### src/rtl/core/first_fit_block_allocator_unit_assert.svh
// Assertion macros for the first-fit block allocator
`ifndef FIRST_FIT_BLOCK_ALLOCATOR_UNIT_ASSERT_SVH
`define FIRST_FIT_BLOCK_ALLOCATOR_UNIT_ASSERT_SVH
// assert that a implies b in the same cycle
`define FFBA_ASSERT_IMP(lbl, clk, rstn, a, b) \
  lbl: assert property (@(posedge clk) disable iff (!rstn) (a) |-> (b)) \
    else $error("assertion failed");
// assert that a implies b in the next cycle
`define FFBA_ASSERT_NEXT(lbl, clk, rstn, a, b) \
  lbl: assert property (@(posedge clk) disable iff (!rstn) (a) |=> (b)) \
    else $error("assertion failed");
`endif

### src/rtl/core/ffba_pkg.sv
// Package: constants, codes and types for the first-fit block allocator
package ffba_pkg;
  localparam int unsigned BufBytesDef   = 4096;
  localparam int unsigned TableDepthDef = 32;

  localparam logic [1:0] ST_OK         = 2'd0;
  localparam logic [1:0] ST_NO_SPACE   = 2'd1;
  localparam logic [1:0] ST_TABLE_FULL = 2'd2;
  localparam logic [1:0] ST_NOT_FOUND  = 2'd3;

  localparam logic CMD_ALLOC = 1'b0;
  localparam logic CMD_FREE  = 1'b1;

  typedef enum logic [2:0] {
    S_IDLE, S_SCAN, S_END, S_MOVE, S_MERGE, S_DONE
  } state_e;

  // per-cycle control shared by all cells
  typedef enum logic [2:0] {
    OP_HOLD, OP_SHIFT_UP, OP_SHIFT_DN, OP_WRITE
  } op_e;
endpackage

### src/rtl/core/ffba_cell.sv
// One table slot: start, length, free mark; can load from either neighbor
module ffba_cell
  import ffba_pkg::*;
#(
  parameter int unsigned AW = 12,
  parameter int unsigned LW = 13
) (
  input  logic          clk_i,
  input  logic          ld_lo_i,   // take lower neighbor
  input  logic          ld_hi_i,   // take upper neighbor
  input  logic          ld_w_i,    // take write data
  input  logic [AW-1:0] lo_start_i,
  input  logic [LW-1:0] lo_len_i,
  input  logic          lo_free_i,
  input  logic [AW-1:0] hi_start_i,
  input  logic [LW-1:0] hi_len_i,
  input  logic          hi_free_i,
  input  logic [AW-1:0] w_start_i,
  input  logic [LW-1:0] w_len_i,
  input  logic          w_free_i,
  output logic [AW-1:0] start_o,
  output logic [LW-1:0] len_o,
  output logic          free_o
);
  logic [AW-1:0] start_q;
  logic [LW-1:0] len_q;
  logic          free_q;

  always_ff @(posedge clk_i) begin
    if (ld_w_i) begin
      start_q <= w_start_i; len_q <= w_len_i; free_q <= w_free_i;
    end else if (ld_lo_i) begin
      start_q <= lo_start_i; len_q <= lo_len_i; free_q <= lo_free_i;
    end else if (ld_hi_i) begin
      start_q <= hi_start_i; len_q <= hi_len_i; free_q <= hi_free_i;
    end
  end

  assign start_o = start_q;
  assign len_o   = len_q;
  assign free_o  = free_q;
endmodule

### src/rtl/core/first_fit_block_allocator_unit.sv
// Top level: first-fit block allocator built from a chain of table cells
//
//  channel | dir | valid / ready          | payload
//  --------+-----+------------------------+---------------------------------
//  in      | in  | in_valid_i/in_ready_o  | cmd_i, req_length_i, free_offset_i
//  out     | out | out_valid_o/out_ready_i| status_o, alloc_offset_o
//
// A word is handled one at a time. The scan walks entries one per cycle,
// then a split or merge shifts the cell chain one slot per cycle over the
// tail. Reset clears only the entry count and control; cell contents are
// don't-care until written. The result sits in an output register; a stall
// on out holds it and blocks the next word.
module first_fit_block_allocator_unit
  import ffba_pkg::*;
#(
  parameter int unsigned TABLE_DEPTH = TableDepthDef
) (
  input  logic        clk_i,
  input  logic        rst_ni,
  input  logic        in_valid_i,
  output logic        in_ready_o,
  input  logic        cmd_i,
  input  logic [12:0] req_length_i,
  input  logic [11:0] free_offset_i,
  output logic        out_valid_o,
  input  logic        out_ready_i,
  output logic [1:0]  status_o,
  output logic [11:0] alloc_offset_o
);
`include "first_fit_block_allocator_unit_assert.svh"
  // buffer size is fixed by the port widths
  localparam int unsigned BUF_BYTES = BufBytesDef;
  localparam int unsigned AW = 12;
  localparam int unsigned LW = 13;
  localparam int unsigned IW = $clog2(TABLE_DEPTH);
  localparam int unsigned CW = $clog2(TABLE_DEPTH + 1);
  localparam int unsigned EW = $clog2(BUF_BYTES + 1) + 1;

  // cell outputs
  logic [AW-1:0] c_start [TABLE_DEPTH];
  logic [LW-1:0] c_len   [TABLE_DEPTH];
  logic          c_free  [TABLE_DEPTH];
  logic          ld_lo   [TABLE_DEPTH];
  logic          ld_hi   [TABLE_DEPTH];
  logic          ld_w    [TABLE_DEPTH];

  state_e state_q, state_d;
  op_e    op;
  logic [CW-1:0] used_q, used_d;
  logic [CW-1:0] idx_q, idx_d;     // scan position / found entry
  logic [CW-1:0] mv_q, mv_d;       // shift cursor
  logic          cmd_q;
  logic [LW-1:0] len_q;
  logic [AW-1:0] off_q;
  logic [1:0]    status_q, status_d;
  logic [AW-1:0] aoff_q, aoff_d;
  logic          valid_q, valid_d;
  logic          mrg_prev_q, mrg_prev_d; // merge with previous still to do
  logic          split_q, split_d;       // shift is for a split insert
  // write port
  logic [IW-1:0] w_idx;
  logic          w_en;
  logic [AW-1:0] w_start;
  logic [LW-1:0] w_len;
  logic          w_free;
  logic [IW-1:0] w2_idx;
  logic          w2_en;
  logic [LW-1:0] w2_len;
  logic          w2_free;
  logic [AW-1:0] w2_start;

  logic [IW-1:0] cur;
  logic [AW-1:0] cur_start;
  logic [LW-1:0] cur_len;
  logic          cur_free;
  logic [EW-1:0] end_pos;

  assign cur       = idx_q[IW-1:0];
  assign cur_start = c_start[cur];
  assign cur_len   = c_len[cur];
  assign cur_free  = c_free[cur];

  for (genvar g = 0; g < TABLE_DEPTH; g++) begin : g_cell
    localparam int unsigned GL = (g == 0) ? 0 : g - 1;
    localparam int unsigned GH = (g == TABLE_DEPTH - 1) ? g : g + 1;
    always_comb begin
      ld_w[g]  = (w_en && w_idx == IW'(g)) || (w2_en && w2_idx == IW'(g));
      ld_lo[g] = (op == OP_SHIFT_UP) && (g != 0) && (CW'(g) == mv_q);
      ld_hi[g] = (op == OP_SHIFT_DN) && (CW'(g) == mv_q);
    end
    ffba_cell #(.AW(AW), .LW(LW)) u_cell (
      .clk_i      (clk_i),
      .ld_lo_i    (ld_lo[g]),
      .ld_hi_i    (ld_hi[g]),
      .ld_w_i     (ld_w[g]),
      .lo_start_i (c_start[GL]),
      .lo_len_i   (c_len[GL]),
      .lo_free_i  (c_free[GL]),
      .hi_start_i (c_start[GH]),
      .hi_len_i   (c_len[GH]),
      .hi_free_i  (c_free[GH]),
      .w_start_i  ((w2_en && w2_idx == IW'(g)) ? w2_start : w_start),
      .w_len_i    ((w2_en && w2_idx == IW'(g)) ? w2_len : w_len),
      .w_free_i   ((w2_en && w2_idx == IW'(g)) ? w2_free : w_free),
      .start_o    (c_start[g]),
      .len_o      (c_len[g]),
      .free_o     (c_free[g])
    );
  end

  logic [IW-1:0] last;
  assign last = IW'(used_q - CW'(1));

  always_ff @(posedge clk_i or negedge rst_ni) begin
    if (!rst_ni) begin
      state_q <= S_IDLE;
      used_q  <= '0;
      valid_q <= 1'b0;
    end else begin
      state_q <= state_d;
      used_q  <= used_d;
      valid_q <= valid_d;
    end
  end

  always_ff @(posedge clk_i) begin
    idx_q      <= idx_d;
    mv_q       <= mv_d;
    status_q   <= status_d;
    aoff_q     <= aoff_d;
    mrg_prev_q <= mrg_prev_d;
    split_q    <= split_d;
    if (in_valid_i && in_ready_o) begin
      cmd_q <= cmd_i;
      len_q <= req_length_i;
      off_q <= free_offset_i;
    end
  end

  assign end_pos = (used_q == '0) ? '0 :
                   EW'(c_start[last]) + EW'(c_len[last]);

  always_comb begin
    state_d    = state_q;
    used_d     = used_q;
    idx_d      = idx_q;
    mv_d       = mv_q;
    status_d   = status_q;
    aoff_d     = aoff_q;
    valid_d    = valid_q;
    mrg_prev_d = mrg_prev_q;
    split_d    = split_q;
    op         = OP_HOLD;
    w_en = 1'b0; w_idx = cur; w_start = cur_start; w_len = cur_len; w_free = cur_free;
    w2_en = 1'b0; w2_idx = cur; w2_start = cur_start; w2_len = cur_len; w2_free = cur_free;
    in_ready_o = 1'b0;
    if (valid_q && out_ready_i) valid_d = 1'b0;
    case (state_q)
      S_IDLE: begin
        in_ready_o = !valid_q || out_ready_i;
        if (in_valid_i && in_ready_o) begin
          idx_d = '0;
          aoff_d = '0;
          if (cmd_i == CMD_ALLOC && (req_length_i == '0 ||
              EW'(req_length_i) > EW'(BUF_BYTES))) begin
            status_d = ST_NO_SPACE;
            state_d  = S_DONE;
          end else begin
            state_d = S_SCAN;
          end
        end
      end
      S_SCAN: begin
        if (idx_q >= used_q) begin
          if (cmd_q == CMD_FREE) begin
            status_d = ST_NOT_FOUND; state_d = S_DONE;
          end else begin
            state_d = S_END;
          end
        end else if (cmd_q == CMD_ALLOC) begin
          if (cur_free && cur_len >= len_q) begin
            if (cur_len > len_q) begin
              if (used_q >= CW'(TABLE_DEPTH)) begin
                status_d = ST_TABLE_FULL; state_d = S_DONE;
              end else begin
                split_d = 1'b1; mv_d = used_q; state_d = S_MOVE;
              end
            end else begin
              w_en = 1'b1; w_free = 1'b0;
              status_d = ST_OK; aoff_d = cur_start; state_d = S_DONE;
            end
          end else begin
            idx_d = idx_q + CW'(1);
          end
        end else begin
          if (cur_start == off_q) begin
            if (cur_free) begin
              status_d = ST_NOT_FOUND; state_d = S_DONE;
            end else begin
              // mark free, merge with next if free
              w_en = 1'b1; w_free = 1'b1;
              status_d = ST_OK;
              mrg_prev_d = (idx_q != '0);
              split_d = 1'b0;
              if (idx_q + CW'(1) < used_q && c_free[IW'(idx_q + CW'(1))]) begin
                w_len = cur_len + c_len[IW'(idx_q + CW'(1))];
                mv_d = idx_q + CW'(1);
                state_d = S_MOVE;
              end else begin
                state_d = S_MERGE;
              end
            end
          end else begin
            idx_d = idx_q + CW'(1);
          end
        end
      end
      S_END: begin
        if (end_pos + EW'(len_q) > EW'(BUF_BYTES)) begin
          status_d = ST_NO_SPACE;
        end else if (used_q >= CW'(TABLE_DEPTH)) begin
          status_d = ST_TABLE_FULL;
        end else begin
          w_en = 1'b1; w_idx = IW'(used_q);
          w_start = AW'(end_pos); w_len = len_q; w_free = 1'b0;
          used_d = used_q + CW'(1);
          status_d = ST_OK; aoff_d = AW'(end_pos);
        end
        state_d = S_DONE;
      end
      S_MOVE: begin
        if (split_q) begin
          // shift up into mv, down to idx+2, then write the pair
          if (mv_q > idx_q + CW'(1)) begin
            op = OP_SHIFT_UP; mv_d = mv_q - CW'(1);
          end else begin
            w_en = 1'b1; w_len = len_q; w_free = 1'b0;
            w2_en = 1'b1; w2_idx = IW'(idx_q + CW'(1));
            w2_start = cur_start + AW'(len_q);
            w2_len = cur_len - len_q; w2_free = 1'b1;
            used_d = used_q + CW'(1);
            status_d = ST_OK; aoff_d = cur_start;
            state_d = S_DONE;
          end
        end else begin
          // close the gap at mv by pulling the tail down
          if (mv_q + CW'(1) < used_q) begin
            op = OP_SHIFT_DN; mv_d = mv_q + CW'(1);
          end else begin
            used_d = used_q - CW'(1);
            state_d = S_MERGE;
          end
        end
      end
      S_MERGE: begin
        if (mrg_prev_q && c_free[IW'(idx_q - CW'(1))]) begin
          w_en = 1'b1; w_idx = IW'(idx_q - CW'(1));
          w_start = c_start[IW'(idx_q - CW'(1))];
          w_len = c_len[IW'(idx_q - CW'(1))] + cur_len;
          w_free = 1'b1;
          mrg_prev_d = 1'b0; split_d = 1'b0;
          mv_d = idx_q; state_d = S_MOVE;
        end else begin
          state_d = S_DONE;
        end
      end
      S_DONE: begin
        if (!valid_q || out_ready_i) begin
          valid_d = 1'b1;
          if (status_d != ST_OK) aoff_d = '0;
          state_d = S_IDLE;
        end
      end
      default: state_d = S_IDLE;
    endcase
  end

  assign out_valid_o    = valid_q;
  assign status_o       = status_q;
  assign alloc_offset_o = aoff_q;

  `FFBA_ASSERT_IMP(a_cnt_bound, clk_i, rst_ni, 1'b1, used_q <= CW'(TABLE_DEPTH))
  `FFBA_ASSERT_IMP(a_ready_idle, clk_i, rst_ni, in_ready_o, state_q == S_IDLE)
  `FFBA_ASSERT_NEXT(a_out_hold, clk_i, rst_ni, out_valid_o && !out_ready_i, out_valid_o && $stable(status_o) && $stable(alloc_offset_o))
  `FFBA_ASSERT_IMP(a_fail_off, clk_i, rst_ni,
    out_valid_o && status_o != ST_OK, alloc_offset_o == '0)
endmodule
### config.mk
export PLATFORM = sky130hd
export DESIGN_NAME = first_fit_block_allocator_unit
export DESIGN_NICKNAME = d
export VERILOG_FILES = /design/src/rtl/core/ffba_pkg.sv /design/src/rtl/core/ffba_cell.sv /design/src/rtl/core/first_fit_block_allocator_unit.sv
export VERILOG_INCLUDE_DIRS = /design/src /design/src/rtl/core
export SDC_FILE = /design/constraint.sdc
export NUM_CORES = 2
export LEC_CHECK = 0
export ABC_AREA = 0
export BUFFER_PORTS_ARGS = -buffer_cell sky130_fd_sc_hd__buf_4
export CAP_MARGIN = 10
export CORE_ASPECT_RATIO = 0.7
export CORE_MARGIN = 4
export CORE_UTILIZATION = 35
export DETAILED_ROUTE_END_ITERATION = 7
export PLACE_DENSITY = 0.5
export RECOVER_POWER = 50
export SYNTH_ARGS = -nofsm -noshare
export SYNTH_HDL_FRONTEND = slang
export SYNTH_SLANG_ARGS = --single-unit
### constraint.sdc
create_clock -name clk_i -period 13.8 [get_ports clk_i]
set_clock_uncertainty 0.2 [all_clocks]
set_input_delay 0.69 -clock clk_i [delete_from_list [all_inputs] [get_ports clk_i]]
set_output_delay 0.69 -clock clk_i [all_outputs]
set_load 0.01 [all_outputs]
# ---- Word level (Yosys, flattened, before mapping)
# Index checks and enable logic that the tools add are counted.
dict set report totals {
  regBits 896
  latch_bits 0
  ramBits 0
  mem_bits_ro 0
  output_inout_bits 16
  elab_cells 1048
  memories 0
}
dict set report classes {
  addsub 12
  n_mul 0
  n_div 0
  n_lt_le_gt_ge 13
  eq_ne 133
  shifts 0
  muxes 555
  bitwise_logic 5
  n_reduce_logical 222
}
# operator n
set op_table {}
lappend op_table {{13-bit two-way mux} 147}
lappend op_table {{12-bit two-way mux} 149}
lappend op_table {{13-bit binary-select mux with 5-bit select} 4}
lappend op_table {{12-bit binary-select mux with 5-bit select} 3}
lappend op_table {{1-bit two-way mux} 174}
lappend op_table {{5-bit equality test (second input constant)} 32}
lappend op_table {{1-bit logical AND} 133}
lappend op_table {{6-bit two-way mux} 22}
lappend op_table {{5-bit by 6-bit equality test with 1-bit output (first input constant)} 16}
lappend op_table {{3-bit nonzero test} 31}
lappend op_table {{5-bit by 4-bit equality test with 1-bit output (second input constant)} 16}
lappend op_table {{12-bit case mux with 5 select lines} 1}
lappend op_table {{3-bit two-way mux} 18}
lappend op_table {{13-bit case mux with 4 select lines} 1}
lappend op_table {{4-bit by 6-bit equality test with 1-bit output (first input constant)} 8}
lappend op_table {{5-bit by 3-bit equality test with 1-bit output (second input constant)} 8}
lappend op_table {{3-bit inequality test (second input constant)} 13}
lappend op_table {{1-bit logical OR} 34}
lappend op_table {{2-bit inequality test (second input constant)} 16}
lappend op_table {{6-bit >= comparator (second input constant)} 5}
lappend op_table {{2-bit two-way mux} 15}
lappend op_table {{5-bit two-way mux} 6}
lappend op_table {{13-bit adder} 2}
lappend op_table {{3-bit by 6-bit equality test with 1-bit output (first input constant)} 4}
lappend op_table {{other kinds (50)} 82}

# ---- Logic depth before layout (Yosys ltp)
dict set report logic_depth {
  depth_word 15
  depth_mapped 38
}

# ---- Hierarchy
# A second synthesis with hierarchy kept.
dict set report hier_totals {
  hier_cells 8311
  hier_area_um2 86850.8
}
# module n_inst cells_per_inst area_each_um2 seq_area_each_um2
set modules_own_cells {}
lappend modules_own_cells {ffba_cell 32 114 1358.8 780.7}
lappend modules_own_cells {first_fit_block_allocator_unit 1 4663 43369.1 1871.8}

# ---- Least setup slack after synthesis
# OpenSTA, ideal clock, no wires.
dict set report synth_path {
  path_kind {reg2reg}
  startpoint {register used_q[0]}
  endpoint {register g_cell[22].u_cell.free_q, enable pin}
  setup_ps 585
  arrival_time_ps 9235
  required_time_ps 13015
  setup_slack_ps 3779
  path_stages_with_launch 37
  period_less_slack_ps 10021
  cell_sequence {dfrtp_1 > buf_6 > buf_6 > inv_1 > ha_1 > xnor2_1 > clkbuf_1 > buf_1 > mux4_2 > mux2_2 > ha_1 > fa_1 > a21o_1 > a21oi_1 > o21bai_1 > a21oi_1 > o21ai_0 > a21oi_1 > o21bai_1 > xor2_1 > nand2_1 > inv_1 > ha_1 > a21oi_1 > o22ai_1 > nand3b_1 > or4_1 > o41ai_1 > buf_2 > a31oi_2 > a32oi_2 > buf_4 > nor3_2 > buf_2 > buf_4 > nor2_1 > o21ai_0}
}
dict set report synth_via {
  elab_chain_cells 15
  elab_cells_between_ends 34
  classes_between {add/sub: 3; order compare: 4; eq/ne: 3; mux: 17; bitwise: 1; reduce/logical: 6}
}
# item line_no
set synth_rtl {}
lappend synth_rtl {{start: declaration} first_fit_block_allocator_unit.sv:49} ;# logic [CW-1:0] used_q, used_d;
lappend synth_rtl {{start signal: assignment} first_fit_block_allocator_unit.sv:121} ;# used_q <= used_d;
lappend synth_rtl {{6-bit by 1-bit subtractor with 6-bit output} --}
lappend synth_rtl {{5-bit NOT with 6-bit output (not written as such)} first_fit_block_allocator_unit.sv:141} ;# EW'(c_start[last]) + EW'(c_len[last]);
lappend synth_rtl {{12-bit binary-select mux with 5-bit select or 13-bit binary-select mux with 5-bit select (tied branches)} first_fit_block_allocator_unit.sv:141}
lappend synth_rtl {{12-bit two-way mux (not written as such) or 13-bit two-way mux (tied branches) (2 in a row)} first_fit_block_allocator_unit.sv:141}
lappend synth_rtl {{12-bit by 13-bit adder with 14-bit output} first_fit_block_allocator_unit.sv:141}
lappend synth_rtl {{14-bit two-way mux} first_fit_block_allocator_unit.sv:140} ;# assign end_pos = (used_q == '0) ? '0 :
lappend synth_rtl {{14-bit by 13-bit adder with 14-bit output} first_fit_block_allocator_unit.sv:219} ;# if (end_pos + EW'(len_q) > EW'(BUF_BYTES)) begin
lappend synth_rtl {{14-bit by 13-bit > comparator with 1-bit output} first_fit_block_allocator_unit.sv:219}
lappend synth_rtl {{5-bit two-way mux} first_fit_block_allocator_unit.sv:219}
lappend synth_rtl {{5-bit case mux with 2 select lines} first_fit_block_allocator_unit.sv:158} ;# case (state_q)
lappend synth_rtl {{5-bit equality test} first_fit_block_allocator_unit.sv:87} ;# ld_w[g] = (w_en && w_idx == IW'(g)) || (w2_en && w2_idx == IW'(g));
lappend synth_rtl {{1-bit logical AND} first_fit_block_allocator_unit.sv:87}
lappend synth_rtl {{1-bit logical OR} first_fit_block_allocator_unit.sv:87}
lappend synth_rtl {{3-bit nonzero test (no line) *} --}
lappend synth_rtl {{end signal: assignment} ffba_cell.sv:31} ;# start_q <= w_start_i; len_q <= w_len_i; free_q <= w_free_i;
lappend synth_rtl {{end signal: assignment} ffba_cell.sv:33} ;# start_q <= lo_start_i; len_q <= lo_len_i; free_q <= lo_free_i;
lappend synth_rtl {{end signal: assignment} ffba_cell.sv:35} ;# start_q <= hi_start_i; len_q <= hi_len_i; free_q <= hi_free_i;
lappend synth_rtl {{end: declaration} ffba_cell.sv:27} ;# logic free_q;
# Every way passes the cells marked *; elsewhere a longest branch is shown, timed or not. The select of a mux whose other input is x is not followed.
# A chain may end at the register's enable or synchronous reset.

# ---- Worst setup path in the final report
dict set report layout_path {
  startpoint {register used_q[0]}
  endpoint {register g_cell[23].u_cell.start_q[0] (data pin)}
}
dict set report layout_via {
  elab_chain_cells 15
  elab_cells_between_ends 37
  classes_between {add/sub: 3; order compare: 4; eq/ne: 2; mux: 23; bitwise: 1; reduce/logical: 4}
}
# item line_no
set layout_rtl {}
lappend layout_rtl {{6-bit by 1-bit subtractor with 6-bit output} --}
lappend layout_rtl {{5-bit NOT with 6-bit output (not written as such)} first_fit_block_allocator_unit.sv:141}
lappend layout_rtl {{12-bit binary-select mux with 5-bit select or 13-bit binary-select mux with 5-bit select (tied branches)} first_fit_block_allocator_unit.sv:141}
lappend layout_rtl {{12-bit two-way mux (not written as such) or 13-bit two-way mux (tied branches) (2 in a row)} first_fit_block_allocator_unit.sv:141}
lappend layout_rtl {{12-bit by 13-bit adder with 14-bit output} first_fit_block_allocator_unit.sv:141}
lappend layout_rtl {{14-bit two-way mux} first_fit_block_allocator_unit.sv:140}
lappend layout_rtl {{14-bit by 13-bit adder with 14-bit output} first_fit_block_allocator_unit.sv:219}
lappend layout_rtl {{14-bit by 13-bit > comparator with 1-bit output} first_fit_block_allocator_unit.sv:219}
lappend layout_rtl {{5-bit two-way mux} first_fit_block_allocator_unit.sv:219}
lappend layout_rtl {{5-bit case mux with 2 select lines} first_fit_block_allocator_unit.sv:158}
lappend layout_rtl {{5-bit equality test} first_fit_block_allocator_unit.sv:87}
lappend layout_rtl {{1-bit logical AND} first_fit_block_allocator_unit.sv:87}
lappend layout_rtl {{1-bit logical OR} first_fit_block_allocator_unit.sv:87}
lappend layout_rtl {{12-bit two-way mux *} ffba_cell.sv:30} ;# if (ld_w_i) begin
lappend layout_rtl {{end signal: assignment} ffba_cell.sv:31}
lappend layout_rtl {{end signal: assignment} ffba_cell.sv:33}
lappend layout_rtl {{end signal: assignment} ffba_cell.sv:35}
lappend layout_rtl {{end: declaration} ffba_cell.sv:25} ;# logic [AW-1:0] start_q;
# Marks and branches as above.

==> metrics.txt <==
clock slew at reported path FFs=70 ps; CP Class=reg -> reg; r2r setup slk=720 ps; area of the multi-input gates=52630 um2; Mapped Area=82700 um2; Reg2Reg Launch Point=used_q[0]; # clock sinks=896; # fillers=22623; post-route ant nets=0; max_cap viols=20; top cells by area, synth=edfxtp_1, mux4_2, a2111oi_0, nor2b_1, a311oi_1; crit share post-route=94.79%; Layout area overhead=9.371%; starting density of the core=35.39%; CP Max Fanout=51; arrival time worst endpoint=13350 ps; failing checks=capacitance limit, slew limit; die area=244300 um2; count leader, synth=edfxtp_1; number of flops mapped to enable cells by yosys=886; GRT Resource Usage Total=38.53%; vias in the first global route=72527; pin count of the biggest net entering global routing=107; RSZ-0062 raised after global routing=no; share of flip-flops with an asynchronous set or reset=1.116%; vias=80941; FF/Latch Area=26860 um2; Netlist cell types=114; share of layout cells above drive strength 1=22.36%; syn_nets=7615; setup total negative slack=0 ps; Seq cells post-synth=896; Post-Route WL=492100 um; status=complete, but fails checks; Ys Warns=0; Post-synth top cells=edfxtp_1, mux4_2, nor2b_1; initial antenna violation count=33; Mapped Avg Cell Area=11.07 um2; Reg2Reg Capture Point=g_cell[23].u_cell.start_o[0]; CP endpoint=g_cell[23].u_cell.start_o[0]; fmax=76.44 MHz; Die Ht=414.7 um; first drt pass iteration count=8; Crit. End Element=register; slew at the pin closest to its max-slew limit=2753 ps; # port buffers=45; IO Pins=46; required time worst endpoint=14070 ps; Synth area leader=edfxtp_1; Nets=7210; Num CTS Buffers=106; Final Slew Violations=594; startpoint types=register; Yosys top cell area share=32.17%; Root Buffer=clkbuf_16; clk buf depth=3; number of cells on the worst reg-to-reg path=27; first-pass GRT wire length=654800 um; CTS tree=done; post-synthesis sequential area ratio=32.47%; post-CTS sizing=0; Placement Rows=148; clock latency on the worst-skew pair=810 ps; gr ovfl total=0; crit path time final=13080 ps; Min-Delay Path Class=in -> reg; DRC violations left=0; Detailed Place HPWL=332000 um; top_reg_cell synth=edfxtp_1; # Post-CTS Setup Buffers=0; Critical Path Start=used_q[0]; Final Setup Violations=0; final hold vios=0; post-synthesis cell count=7472; iteration-0 DRC count of the detailed router=15580; detailed-route wire length per cell=47.67 um; chip width=589.0 um; core area=233700 um2; GPL Wtd Cong=1.017; Vias/cell=7.841; H-tree Lvls=3; Slew headroom=-83.52%
[what timing repair did]
item / CTS / global route
hold buffers: 27 / 0
hold endpoints to repair: 36 / 0
endpoints found under the setup margin: 0 / 0
[layout by cell type, fill, tap and decap left out, types with 69 or more instances in the layout]
cell,Yosys,layout
edfxtp_1,886,886
nor3_1,78,90
nor2b_1,675,673
mux4_2,806,806
a211oi_1,92,91
nand2_1,331,324
a221oi_1,285,281
buf_4,31,299
inv_1,69,69
clkbuf_16,0,107
o21ai_0,151,159
a311oi_1,324,324
ha_1,107,106
nor2_1,673,609
nand3_1,159,157
a21oi_1,137,122
clkbuf_1,644,77
a2111oi_0,663,663
mux2i_1,256,251
[sequential cells by signal, indices dropped and copies added, names as in the netlist, 3 cells and up]
register               cells
idx_q                      6
mv_q                       6
g_cell.u_cell.len_o      416
alloc_offset_o            12
g_cell.u_cell.free_o      32
len_q                     13
used_q                     6
g_cell.u_cell.start_o    384
state_q                    3
off_q                     12
[layout make-up]
| type | count | share of cell area, % |
|---|---|---|
| sequential | 896 | 29.70 |
| inverter | 76 | 0.3154 |
| clock buffer | 136 | 3.079 |
| tap | 3150 | 4.357 |
| clock inverter | 62 | 0.6294 |
| antenna | 16 | 0.04427 |
| timing repair buffer | 428 | 3.689 |
| multi-input combinational | 5559 | 58.19 |
[stage by stage]
step / setup slack, ps / hold slack, ps / std cells / util, % / cell area, um2
2_1_floorplan: 3779 / 194.4 / 7472 / - / 82700
3_3_place_gp: 1799 / 326.8 / 10076 / 37.32 / 87200
3_5_place_dp: 1932 / 351.4 / 10076 / 37.32 / 87200
4_1_cts: 1932 / 53.08 / 10301 / 38.87 / 90830
5_1_grt: 557.1 / 115.2 / 10309 / 38.69 / 90420
6_report: 718.3 / 93.97 / 10323 / 38.70 / 90450
[per-layer routing]
| layer | track usage (%) | part of all wire (%) |
|---|---|---|
| met1 | 49.81 | 37 |
| met4 | 21.35 | 7.1 |
| met3 | 22.65 | 19 |
| met2 | 49.02 | 37 |
| met5 | 1.698 | 0.15 |
[cells by family (layout without fill, tap and decap cells)]
kind of cell | after synthesis | after routing | share of synthesized area (%)
AND/OR/NAND/NOR | 2125 | 2125 | 13.01
multiplexers | 1134 | 1134 | 26.04
XOR/XNOR | 98 | 98 | 1.111
adder cells (fa/ha/maj) | 113 | 113 | 1.764
flip-flops | 896 | 896 | 32.47
AO/OA/AOI/OAI | 2089 | 2089 | 20.33
buffers and inverters | 1017 | 702 | 5.266
other | 0 | 16 | 0
[worst min path at each step]
stage                      startpoint           to  slack, ps  depth (start not counted)
after detailed placement       rst_ni  out_valid_o        350                          1
after global routing      out_ready_i  out_valid_o        120                          3
after floorplan                rst_ni  out_valid_o        190                          0
final                     out_ready_i  out_valid_o         90                          3
after CTS                 out_ready_i  out_valid_o         50                          3
after global placement    out_valid_o  out_valid_o        330                          2
[worst max-delay path, cell delays in order, from the launching register on]
cell	delay, ps
dfrtp_4	990
inv_1	370
ha_4	1020
clkbuf_1	690
buf_12	360
mux4_2	430
mux4_2	550
mux2_2	290
ha_1	780
o21ai_0	230
a21oi_1	240
nand2_1	100
xor2_1	150
nor2_1	330
ha_1	410
a2111oi_4	420
o21ai_1	180
a21oi_1	150
a21oi_1	60
or4_1	570
o41a_1	530
o31ai_4	570
nor2_1	220
nor2_2	810
nor3_4	70
clkbuf_2	830
a2111oi_0	850
a311oi_1	100
Power is not shown: default switching activity piles up to over one toggle a cycle in this logic, so the estimate is an artifact.
